--- src/hw/rtl/ffck_pkg.sv ---
`default_nettype none
// ----------------------------------------------------------------------------
// ffck_pkg
// Shared types, codes and constants for the calculator key logic.
// ----------------------------------------------------------------------------
package ffck_pkg;

    localparam int MAX_DIGITS_DEFAULT  = 9;
    localparam int VALUE_WIDTH_DEFAULT = 32;
    localparam int DISPLAY_WIDTH       = 32;

    localparam logic [3:0] DIGIT_MAX = 4'd9;

    localparam logic [1:0] KIND_DIGIT  = 2'd0;
    localparam logic [1:0] KIND_OPER   = 2'd1;
    localparam logic [1:0] KIND_EQUALS = 2'd2;

    localparam logic [2:0] OP_NONE = 3'd0;
    localparam logic [2:0] OP_ADD  = 3'd1;
    localparam logic [2:0] OP_SUB  = 3'd2;
    localparam logic [2:0] OP_MUL  = 3'd3;
    localparam logic [2:0] OP_DIV  = 3'd4;

    typedef enum logic
    {
        MODE_MUL = 1'b0,
        MODE_DIV = 1'b1
    } unit_mode_t;

    typedef struct packed
    {
        logic       start;
        unit_mode_t mode;
    } unit_cmd_t;

    function automatic longint pow10(input int n);
        longint r;
        r = 1;
        for (int i = 0; i < n; i++)
        begin
            r = r * 10;
        end
        return r;
    endfunction

endpackage
`default_nettype wire

--- src/hw/rtl/ffck_muldiv.sv ---
`default_nettype none
// ----------------------------------------------------------------------------
// ffck_muldiv
// Iterative unsigned multiply and restoring divide over one shared adder,
// one bit per cycle.
// ----------------------------------------------------------------------------
module ffck_muldiv #(
    parameter int VALUE_WIDTH = ffck_pkg::VALUE_WIDTH_DEFAULT
) (
    input  wire logic                   clk,
    input  wire logic                   rst_n,
    input  wire ffck_pkg::unit_cmd_t    cmd,
    input  wire logic [VALUE_WIDTH-1:0] op_a,
    input  wire logic [VALUE_WIDTH-1:0] op_b,
    output logic                        done,
    output logic [VALUE_WIDTH-1:0]      result
);
    import ffck_pkg::*;

    localparam int W  = VALUE_WIDTH;
    localparam int CW = $clog2(W + 1);

    logic [W-1:0]  a_reg, a_next;
    logic [W-1:0]  b_reg, b_next;
    logic [W-1:0]  acc_reg, acc_next;
    logic [CW-1:0] count_reg, count_next;
    unit_mode_t    mode_reg, mode_next;
    logic          done_reg, done_next;

    logic [W-1:0]  shifted;
    logic [W:0]    sum;
    logic          is_mul;

    assign is_mul  = (mode_reg == MODE_MUL);
    assign shifted = {acc_reg[W-2:0], b_reg[W-1]};
    assign sum     = is_mul ? ({1'b0, acc_reg} + {1'b0, a_reg})
                            : ({1'b0, shifted} + {1'b0, ~a_reg} + {{W{1'b0}}, 1'b1});

    always_comb
    begin
        a_next     = a_reg;
        b_next     = b_reg;
        acc_next   = acc_reg;
        count_next = count_reg;
        mode_next  = mode_reg;
        done_next  = 1'b0;
        if (cmd.start)
        begin
            a_next     = op_a;
            b_next     = op_b;
            acc_next   = '0;
            mode_next  = cmd.mode;
            count_next = CW'(W);
        end
        else if (count_reg != '0)
        begin
            count_next = count_reg - 1'b1;
            done_next  = (count_reg == CW'(1));
            if (is_mul)
            begin
                if (b_reg[0])
                begin
                    acc_next = sum[W-1:0];
                end
                a_next = {a_reg[W-2:0], 1'b0};
                b_next = {1'b0, b_reg[W-1:1]};
            end
            else
            begin
                acc_next = sum[W] ? sum[W-1:0] : shifted;
                b_next   = {b_reg[W-2:0], sum[W]};
            end
        end
    end

    always_ff @(posedge clk or negedge rst_n)
    begin
        if (!rst_n)
        begin
            count_reg <= '0;
            done_reg  <= 1'b0;
            mode_reg  <= MODE_MUL;
        end
        else
        begin
            count_reg <= count_next;
            done_reg  <= done_next;
            mode_reg  <= mode_next;
        end
    end

    always_ff @(posedge clk)
    begin
        a_reg   <= a_next;
        b_reg   <= b_next;
        acc_reg <= acc_next;
    end

    assign done   = done_reg;
    assign result = is_mul ? acc_reg : b_reg;

endmodule
`default_nettype wire

--- src/hw/rtl/four_function_calculator_keys_core.sv ---
`default_nettype none
// ----------------------------------------------------------------------------
// four_function_calculator_keys_core
// Keypad event sequencer of a four-function calculator.
// ----------------------------------------------------------------------------
// One keypad event is handled at a time; in_stall stays high until its result
// transaction is taken. Each event goes from S_DECODE to S_RESP: a valid
// digit key through S_APPEND, an operator key with nothing to run through
// S_FINISH, equals with an operation to run through S_RUN, and an operator
// key that runs one through S_RUN and S_FINISH. Multiply and a nonzero divide
// also wait in S_WAIT on the bit-serial multiply/divide unit. display_value
// shows the low 32 bits of the entry, zero-extended when VALUE_WIDTH is
// narrower.
// ----------------------------------------------------------------------------
module four_function_calculator_keys_core #(
    parameter int MAX_DIGITS  = ffck_pkg::MAX_DIGITS_DEFAULT,
    parameter int VALUE_WIDTH = ffck_pkg::VALUE_WIDTH_DEFAULT
) (
    input  wire logic        clk,
    input  wire logic        rst_n,
    input  wire logic        in_valid,
    output logic             in_stall,
    input  wire logic [1:0]  req_type,
    input  wire logic [3:0]  digit_value,
    input  wire logic [2:0]  operator_code,
    output logic             out_valid,
    input  wire logic        out_stall,
    output logic signed [ffck_pkg::DISPLAY_WIDTH-1:0] display_value,
    output logic             accepted,
    output logic             divide_error
);
    import ffck_pkg::*;

    localparam int W = VALUE_WIDTH;
    localparam longint LIMIT = pow10(MAX_DIGITS - 1);

    typedef enum logic [6:0]
    {
        S_IDLE   = 7'b0000001,
        S_DECODE = 7'b0000010,
        S_APPEND = 7'b0000100,
        S_RUN    = 7'b0001000,
        S_WAIT   = 7'b0010000,
        S_FINISH = 7'b0100000,
        S_RESP   = 7'b1000000
    } state_t;

    state_t       state_reg, state_next;
    logic [W-1:0] entry_reg, entry_next;
    logic [W-1:0] held_reg, held_next;
    logic [2:0]   pend_reg, pend_next;
    logic         await_reg, await_next;
    logic         shown_reg, shown_next;
    logic [1:0]   kind_reg, kind_next;
    logic [3:0]   digit_reg, digit_next;
    logic [2:0]   op_reg, op_next;
    logic         acc_reg, acc_next;
    logic         err_reg, err_next;
    logic         neg_reg, neg_next;

    unit_cmd_t    ucmd;
    logic [W-1:0] u_a, u_b, u_result;
    logic         u_done;

    logic signed [63:0] entry_sx;
    logic         fits;
    logic [W-1:0] mag_x, mag_y;
    logic [63:0]  entry_zx;
    state_t       post_state;

    ffck_muldiv #(
        .VALUE_WIDTH(VALUE_WIDTH)
    ) u_muldiv (
        .clk    (clk),
        .rst_n  (rst_n),
        .cmd    (ucmd),
        .op_a   (u_a),
        .op_b   (u_b),
        .done   (u_done),
        .result (u_result)
    );

    assign entry_sx   = 64'($signed(entry_reg));
    assign fits       = (MAX_DIGITS > 1) && (entry_sx < LIMIT) && (entry_sx > -LIMIT);
    assign mag_x      = held_reg[W-1] ? (~held_reg + 1'b1) : held_reg;
    assign mag_y      = entry_reg[W-1] ? (~entry_reg + 1'b1) : entry_reg;
    assign post_state = (kind_reg == KIND_OPER) ? S_FINISH : S_RESP;

    always_comb
    begin
        state_next = state_reg;
        entry_next = entry_reg;
        held_next  = held_reg;
        pend_next  = pend_reg;
        await_next = await_reg;
        shown_next = shown_reg;
        kind_next  = kind_reg;
        digit_next = digit_reg;
        op_next    = op_reg;
        acc_next   = acc_reg;
        err_next   = err_reg;
        neg_next   = neg_reg;
        ucmd.start = 1'b0;
        ucmd.mode  = MODE_MUL;
        u_a        = held_reg;
        u_b        = entry_reg;
        case (state_reg)
            S_IDLE:
            begin
                if (in_valid)
                begin
                    kind_next  = req_type;
                    digit_next = digit_value;
                    op_next    = operator_code;
                    acc_next   = 1'b0;
                    err_next   = 1'b0;
                    state_next = S_DECODE;
                end
            end
            S_DECODE:
            begin
                state_next = S_RESP;
                case (kind_reg)
                    KIND_DIGIT:
                    begin
                        if (digit_reg <= DIGIT_MAX)
                        begin
                            if (await_reg)
                            begin
                                entry_next = '0;
                                await_next = 1'b0;
                                acc_next   = 1'b1;
                            end
                            if (shown_reg)
                            begin
                                entry_next = '0;
                                pend_next  = OP_NONE;
                                shown_next = 1'b0;
                                acc_next   = 1'b1;
                            end
                            state_next = S_APPEND;
                        end
                    end
                    KIND_OPER:
                    begin
                        if (op_reg <= OP_DIV && !(pend_reg != OP_NONE && await_reg))
                        begin
                            state_next = (pend_reg != OP_NONE && !shown_reg) ? S_RUN
                                                                             : S_FINISH;
                        end
                    end
                    KIND_EQUALS:
                    begin
                        if (!await_reg && pend_reg != OP_NONE)
                        begin
                            state_next = S_RUN;
                        end
                    end
                    default:
                    begin
                        state_next = S_RESP;
                    end
                endcase
            end
            S_APPEND:
            begin
                if (fits)
                begin
                    entry_next = (entry_reg << 3) + (entry_reg << 1) + W'(digit_reg);
                    acc_next   = 1'b1;
                end
                state_next = S_RESP;
            end
            S_RUN:
            begin
                held_next  = entry_reg;
                shown_next = 1'b1;
                acc_next   = 1'b1;
                state_next = post_state;
                case (pend_reg)
                    OP_ADD:
                    begin
                        entry_next = held_reg + entry_reg;
                    end
                    OP_SUB:
                    begin
                        entry_next = held_reg - entry_reg;
                    end
                    OP_MUL:
                    begin
                        ucmd.start = 1'b1;
                        ucmd.mode  = MODE_MUL;
                        state_next = S_WAIT;
                    end
                    OP_DIV:
                    begin
                        if (entry_reg == '0)
                        begin
                            entry_next = '0;
                            err_next   = 1'b1;
                        end
                        else
                        begin
                            ucmd.start = 1'b1;
                            ucmd.mode  = MODE_DIV;
                            u_a        = mag_y;
                            u_b        = mag_x;
                            neg_next   = held_reg[W-1] ^ entry_reg[W-1];
                            state_next = S_WAIT;
                        end
                    end
                    default:
                    begin
                        entry_next = '0;
                    end
                endcase
            end
            S_WAIT:
            begin
                if (u_done)
                begin
                    if (pend_reg == OP_DIV && neg_reg)
                    begin
                        entry_next = ~u_result + 1'b1;
                    end
                    else
                    begin
                        entry_next = u_result;
                    end
                    state_next = post_state;
                end
            end
            S_FINISH:
            begin
                held_next  = entry_reg;
                await_next = 1'b1;
                shown_next = 1'b0;
                pend_next  = op_reg;
                acc_next   = 1'b1;
                state_next = S_RESP;
            end
            S_RESP:
            begin
                if (!out_stall)
                begin
                    state_next = S_IDLE;
                end
            end
            default:
            begin
                state_next = S_IDLE;
            end
        endcase
    end

    always_ff @(posedge clk or negedge rst_n)
    begin
        if (!rst_n)
        begin
            state_reg <= S_IDLE;
            entry_reg <= '0;
            held_reg  <= '0;
            pend_reg  <= OP_NONE;
            await_reg <= 1'b0;
            shown_reg <= 1'b0;
            acc_reg   <= 1'b0;
            err_reg   <= 1'b0;
        end
        else
        begin
            state_reg <= state_next;
            entry_reg <= entry_next;
            held_reg  <= held_next;
            pend_reg  <= pend_next;
            await_reg <= await_next;
            shown_reg <= shown_next;
            acc_reg   <= acc_next;
            err_reg   <= err_next;
        end
    end

    always_ff @(posedge clk)
    begin
        kind_reg  <= kind_next;
        digit_reg <= digit_next;
        op_reg    <= op_next;
        neg_reg   <= neg_next;
    end

    assign entry_zx      = 64'(entry_reg);
    assign in_stall      = (state_reg != S_IDLE);
    assign out_valid     = (state_reg == S_RESP);
    assign display_value = $signed(entry_zx[DISPLAY_WIDTH-1:0]);
    assign accepted      = acc_reg;
    assign divide_error  = err_reg;

endmodule
`default_nettype wire

--- config.mk ---
export PLATFORM = sky130hd
export DESIGN_NAME = four_function_calculator_keys_core
export DESIGN_NICKNAME = d
export VERILOG_FILES = /design/src/hw/rtl/ffck_pkg.sv /design/src/hw/rtl/ffck_muldiv.sv /design/src/hw/rtl/four_function_calculator_keys_core.sv
export SDC_FILE = /design/constraint.sdc
export NUM_CORES = 1
export LEC_CHECK = 0
export BUFFER_PORTS_ARGS = -buffer_cell sky130_fd_sc_hd__buf_2
export CAP_MARGIN = 20
export CORE_MARGIN = 1.5
export CORE_UTILIZATION = 60
export DETAILED_ROUTE_END_ITERATION = 8
export PLACE_DENSITY = 0.77
export REMOVE_ABC_BUFFERS = 1
export SYNTH_ARGS = -nofsm -noshare
export SYNTH_HDL_FRONTEND = slang
export SYNTH_SLANG_ARGS = --single-unit
--- constraint.sdc ---
create_clock -name clk -period 13.05 [get_ports clk]
set_clock_uncertainty 0.05 [all_clocks]
set_input_delay 2.61 -clock clk [delete_from_list [all_inputs] [get_ports clk]]
set_output_delay 2.61 -clock clk [all_outputs]
set_load 0.05 [all_outputs]
* Word-level counts from Yosys, hierarchy flattened
Cells that the tools add are included.
Operators by class: muxes and demuxes 66, equality and inequality tests 28, magnitude comparators 4, reductions and logical operators 33, bitwise operators 6, $add $sub $neg 11
Operators by type and width (number):
- 32-bit 2-to-1 mux | 26
- 32-bit one-hot mux with 4 select lines | 2
- 32-bit inverter | 4
- 32-bit by 1-bit adder with 32-bit output, second input constant | 3
- 32-bit by 32-bit adder with 33-bit output | 2
- 32-bit adder | 2
- 7-bit 2-to-1 mux | 8
- 7-bit one-hot mux with 6 select lines | 1
- 33-bit by 1-bit adder with 33-bit output, second input constant | 1
- 33-bit 2-to-1 mux | 1
- 32-bit by 4-bit adder with 32-bit output | 1
- 32-bit by 28-bit greater-than comparator with 1-bit output, second input constant | 1
- 32-bit logical NOT | 1
- 32-bit by 28-bit less-than comparator with 1-bit output, second input constant | 1
- 32-bit subtractor | 1
- 7-bit one-hot mux with 3 select lines | 1
- 6-bit 2-to-1 mux | 3
- 2-bit != test, second input constant | 8
- 7-bit one-hot mux with 2 select lines | 1
- 1-bit 2-to-1 mux | 12
- 3-bit AND reduction | 4
- 3-bit 2-to-1 mux | 3
- 4-bit AND reduction | 2
- 8-bit AND reduction | 1
- 37 further kinds | 58
Word-level totals: bits in registers 192, logic and storage cells 166, input bits 13, output and inout port bits 36

* Depth between registers and ports, before layout
word-level depth 7, gate-level depth with buffers 20

* By module
From an unflattened synthesis, not the netlist that was laid out.
Unflattened totals: cell total of the unflattened synthesis 2541, area, all modules 20148.1 um^2
Modules (own cells, without submodules):
- four_function_calculator_keys_core | area an instance 11194.5 um^2, cells each 1479, instances 1
- ffck_muldiv | area an instance 8953.6 um^2, cells each 1062, instances 1

* Worst setup path after synthesis
No wires, ideal clock.
path kind register to register, start register entry_reg[4], in the netlist display_value[4], end register entry_reg[31], in the netlist display_value[31], stages on the path, launching flop included 20, arrival 5.214 ns, setup slack 7.657 ns, setup time 0.129 ns, clock period less this slack 5.393 ns, data required time 12.871 ns, path through dfrtp_1 -> buf_6 -> or4_4 -> or3_4 -> or4_4 -> or3_1 -> buf_2 -> or4_4 -> buf_6 -> or4_4 -> o21ai_0 -> xor2_1 -> ha_1 -> o21a_1 -> nor2_1 -> a31oi_1 -> a31oi_1 -> xnor2_1 -> nor2_1 -> o41a_1
On the way: longest elaborated chain between the ends 4
Ends and longest elaborated chain:
- from (decl) | line four_function_calculator_keys_core.sv:49 | logic [W-1:0] entry_reg, entry_next;
- from (signal assigned) | line four_function_calculator_keys_core.sv:272 | entry_reg <= entry_next;
- 32-bit adder, or another cell as far along | line four_function_calculator_keys_core.sv:169 | entry_next = (entry_reg << 3) + (entry_reg << 1) + W'(digit_reg);
- 32-bit by 4-bit adder with 32-bit output / 1-bit logical AND (equally long branches) | line four_function_calculator_keys_core.sv:169, four_function_calculator_keys_core.sv:84
- 32-bit 2-to-1 mux / 2-bit != test (equally long branches)
- 32-bit one-hot mux with 4 select lines / 8-bit AND reduction (equally long branches)
Parallel ways exist; a longest one is shown, timed or not. The select of a mux whose other input is x is not followed. A chain may end at the register's enable or synchronous reset.

* Final worst setup path
start register entry_reg[4], in the netlist display_value[4], end register entry_reg[30], in the netlist display_value[30]
The elaborated chain is that of the path after synthesis.

==> run_results.csv <==
group,metric,value,unit
layout,nets,2465,
sta,fin_crit_sh,0.417,
yosys,synthFlopType,"dfrtp_1",
layout,area_growth,5.27,%
grt,grt_pass1_vias,16600,
routing,avgViaCountPerCell,6.65,
routing,drc,0,
setup_path,path_cells,"or4_4 -> or3_4 -> or4_4 -> or3_1 -> or4_4 -> o41ai_1 -> xor2_1 -> ha_1 -> and3_1 -> a22o_1 -> o21ai_0 -> nand2b_1 -> a21oi_1 -> o21ai_0 -> a31oi_1 -> o32a_1 -> nand2_1",
sta,maxSlewViolCount,0,
yosys,ys_seq_area_frac,0.263,
sta,fin_ws,7.61,ns
sta,slew_headroom,0.334,
clocking,clk_latency,0.46,ns
setup_path,path_delay_family,"simple AND/OR/NAND/NOR gates",
setup_path,regToRegSetupSlack,7.61,ns
yosys,synth_seq_cells,192,
sta,setup-tns-final,0,ns
yosys,avgSynthCellArea,8.18,sq um
floorplan,io_pins,49,
yosys,yosysWarnings,0,
grt,antenna_found_initial,0,
setup_path,cp_num_buf_inv,0,
routing,vias,18000,
sta,hold_ws,0.430,ns
layout,mostFrequentLayoutCells,"nand2_1, o21ai_0, a21oi_1",
setup_path,critical_path_class,"reg -> reg",
placement,port_buffers,48,
power_and_ir_drop,power.leakage,8.71,nW
floorplan,placementRows,65,
yosys,syn-cell-area,0.0191,sq mm
hold_path,min_path_type,"reg -> reg",
yosys,synth_fa_ha_area_frac,0.110,
floorplan,start_util,0.608,
yosys,postSynth.asyncResetShare,0.448,
power_and_ir_drop,internal-power,0.00220,W
setup_path,cp.arrival,5.74,ns
setup_path,end_kind,"flip-flop",
clocking,clkSinkCount,192,
run_status,status,"completed",
setup_path,crit_path_top_delay_cell,"or4_4",
placement,place_congestion,0.966,
layout,regArea,0.00502,sq mm
yosys,synth_edf_count,74,
power_and_ir_drop,p_switching,0.00206,W
placement,dp_hpwl,41600,um
clocking,cts_hold_buf,0,
routing,drt_iter0_drc,1672,
layout,drive_gt1_frac,0.0765,
power_and_ir_drop,vdd_drop_max,0.128,mV
clocking,htreeDepth,4,
setup_path,start_kind,"flip-flop",
clocking,cts_buffer_depth,2,
clocking,cts_root_buffer,"clkbuf_16",
layout,multiInputGateArea,0.0132,sq mm
clocking,cts_setup_buffers,0,
sta,period_needed,5.44,ns
routing,post_drt_wl_per_cell,20.8,um
yosys,synth_simple_gate_area_share,0.170,
layout,fin_util,0.640,
sta,clock.fmax,0.184,GHz
setup_path,critPathRequiredTime,13.35,ns
placement,placed_cells,2670,
floorplan,core_area,0.0314,sq mm
power_and_ir_drop,swShare,0.483,
sta,tightest_slew,1.00,ns
yosys,synth_compound_area_frac,0.256,
layout,final.fill_count,2714,
clocking,cts_tree,"yes",
setup_path,path_max_fanout,11,
clocking,clkTransAtPathRegs,0.08,ns
yosys,synth.mux.area_fraction,0.0558,
routing,routed_wl,56100,um
yosys,synth_cells,2331,
clocking,ctsResizeCount,0,
power_and_ir_drop,pwr-share-clk,0.124,
routing,drt_pre_antenna_iters,7,
power_and_ir_drop,power.density,212,mW/mm^2
grt,grt_max_degree,88,
sta,rsz0062_at_grt,"no",
yosys,ys_types,83,
power_and_ir_drop,combPwrFrac,0.618,
setup_path,path_common_cell,"or4_4",
setup_path,critPathMaxStageDelay,0.61,ns
sta,hold_viol_final,0,
floorplan,fp.dieW,181,um
floorplan,die_h,181,um
yosys,synth_top_family_by_area,"compound AO/OA/AOI/OAI gates",
layout,final_cells,2702,
power_and_ir_drop,seqPwrFrac,0.258,
flow_run,maxCapViolations,0,
routing,ant_nets,0,
clocking,numCtsBuffers,17,
layout,layout_commonest_cell,"nand2_1",
floorplan,dieArea,0.0329,sq mm
layout,n_antenna_cell,0,
placement,dp_slack,7.69,ns
grt,grt_pass1_wl,88500,um
yosys,synth-xor-area-share,0.100,
grt,overflow,0,
sta,setup_viol,0,
grt,groute.usage.overall,0.337,
[metrics by stage]
step | instance area, sq um | power (W)
floorplan | 18500 | 0.00304
global placement | 19500 | 0.00358
detailed placement | 19500 | 0.00365
CTS | 20100 | 0.00420
global route | 20100 | 0.00459
finish | 20100 | 0.00426
[power by group through the flow]
stage                     Combinational (W)  Sequential, W  Clock (W)
after floorplan                     0.00200        0.00105          0
after global placement              0.00249        0.00109          0
after detailed placement            0.00255        0.00110          0
after CTS                           0.00258        0.00109   0.000528
after global routing                0.00291        0.00112   0.000553
final                               0.00263        0.00110   0.000527
[metal layers]
| metal | up-vias | part of all wire | global-route usage | wire [um] |
|---|---|---|---|---|
| met3 | 108 | 0.071 | 0.0415 | 3970 |
| met2 | 738 | 0.45 | 0.535 | 25500 |
| met1 | 8576 | 0.45 | 0.474 | 25200 |
| met5 | - | 0 | 0 | 0 |
| li1 | 8559 | - | - | - |
| met4 | 0 | 0.027 | 0.118 | 1510 |
[cell usage after synthesis (all sizes together), types with 23 or more instances]
cell	n	area share
xor2	128	0.059
dfrtp	85	0.11
edfxtp	74	0.12
mux2	35	0.021
o21a	26	0.010
a21o	50	0.020
nand2	224	0.044
o211ai	57	0.022
o21ai	210	0.055
a211oi	39	0.015
o221ai	23	0.011
nand3	37	0.0097
xnor2	90	0.041
clkbuf	122	0.024
o31ai	36	0.014
or3	36	0.012
mux2i	67	0.035
ha	160	0.10
nand2b	23	0.0075
and3	28	0.0092
a31oi	27	0.0089
nor3	52	0.014
inv	83	0.016
o22ai	23	0.0075
dfxtp	32	0.034
a21oi	161	0.042
nor2	155	0.031
[path summary, 6_finish.rpt]
path | from | endpoint | depth (start not counted)
min | divide_error | divide_error | 1
max in group asynchronous | rst_n | u_muldiv.mode_reg | 2
max reg2reg | display_value[4] | display_value[30] | 17
min reg2reg | divide_error | divide_error | 1
max | display_value[4] | display_value[30] | 17
min in group asynchronous | rst_n | held_reg[28] | 1
[layout make-up]
type	instances	area share
Clock buffer	18	0.0214
Clock inverter	14	0.00661
Inverter	83	0.0155
Multi-Input combinational cell	1916	0.659
Sequential cell	192	0.250
Tap cell	402	0.0251
Timing Repair Buffer	77	0.0229
[logic make-up after synthesis]
group	after synthesis
xor gates and xnor gates	218
muxes	102
and+or+nand+nor	671
buffers and inverters	223
DFF	192
AOI/OAI and AO/OA	760
adders and majority gates	165
[worst register-to-register path, cell delays in order (launching register included)]
cell and delay [ns]:
dfrtp_1 0.51, or4_4 0.61, or3_4 0.37, or4_4 0.43, or3_1 0.46, or4_4 0.52
o41ai_1 0.32, xor2_1 0.19, ha_1 0.32, and3_1 0.27, a22o_1 0.27, o21ai_0 0.15
nand2b_1 0.07, a21oi_1 0.13, o21ai_0 0.15, a31oi_1 0.25, o32a_1 0.17, nand2_1 0.06
Note: power is estimated with default switching activity, not from simulation.
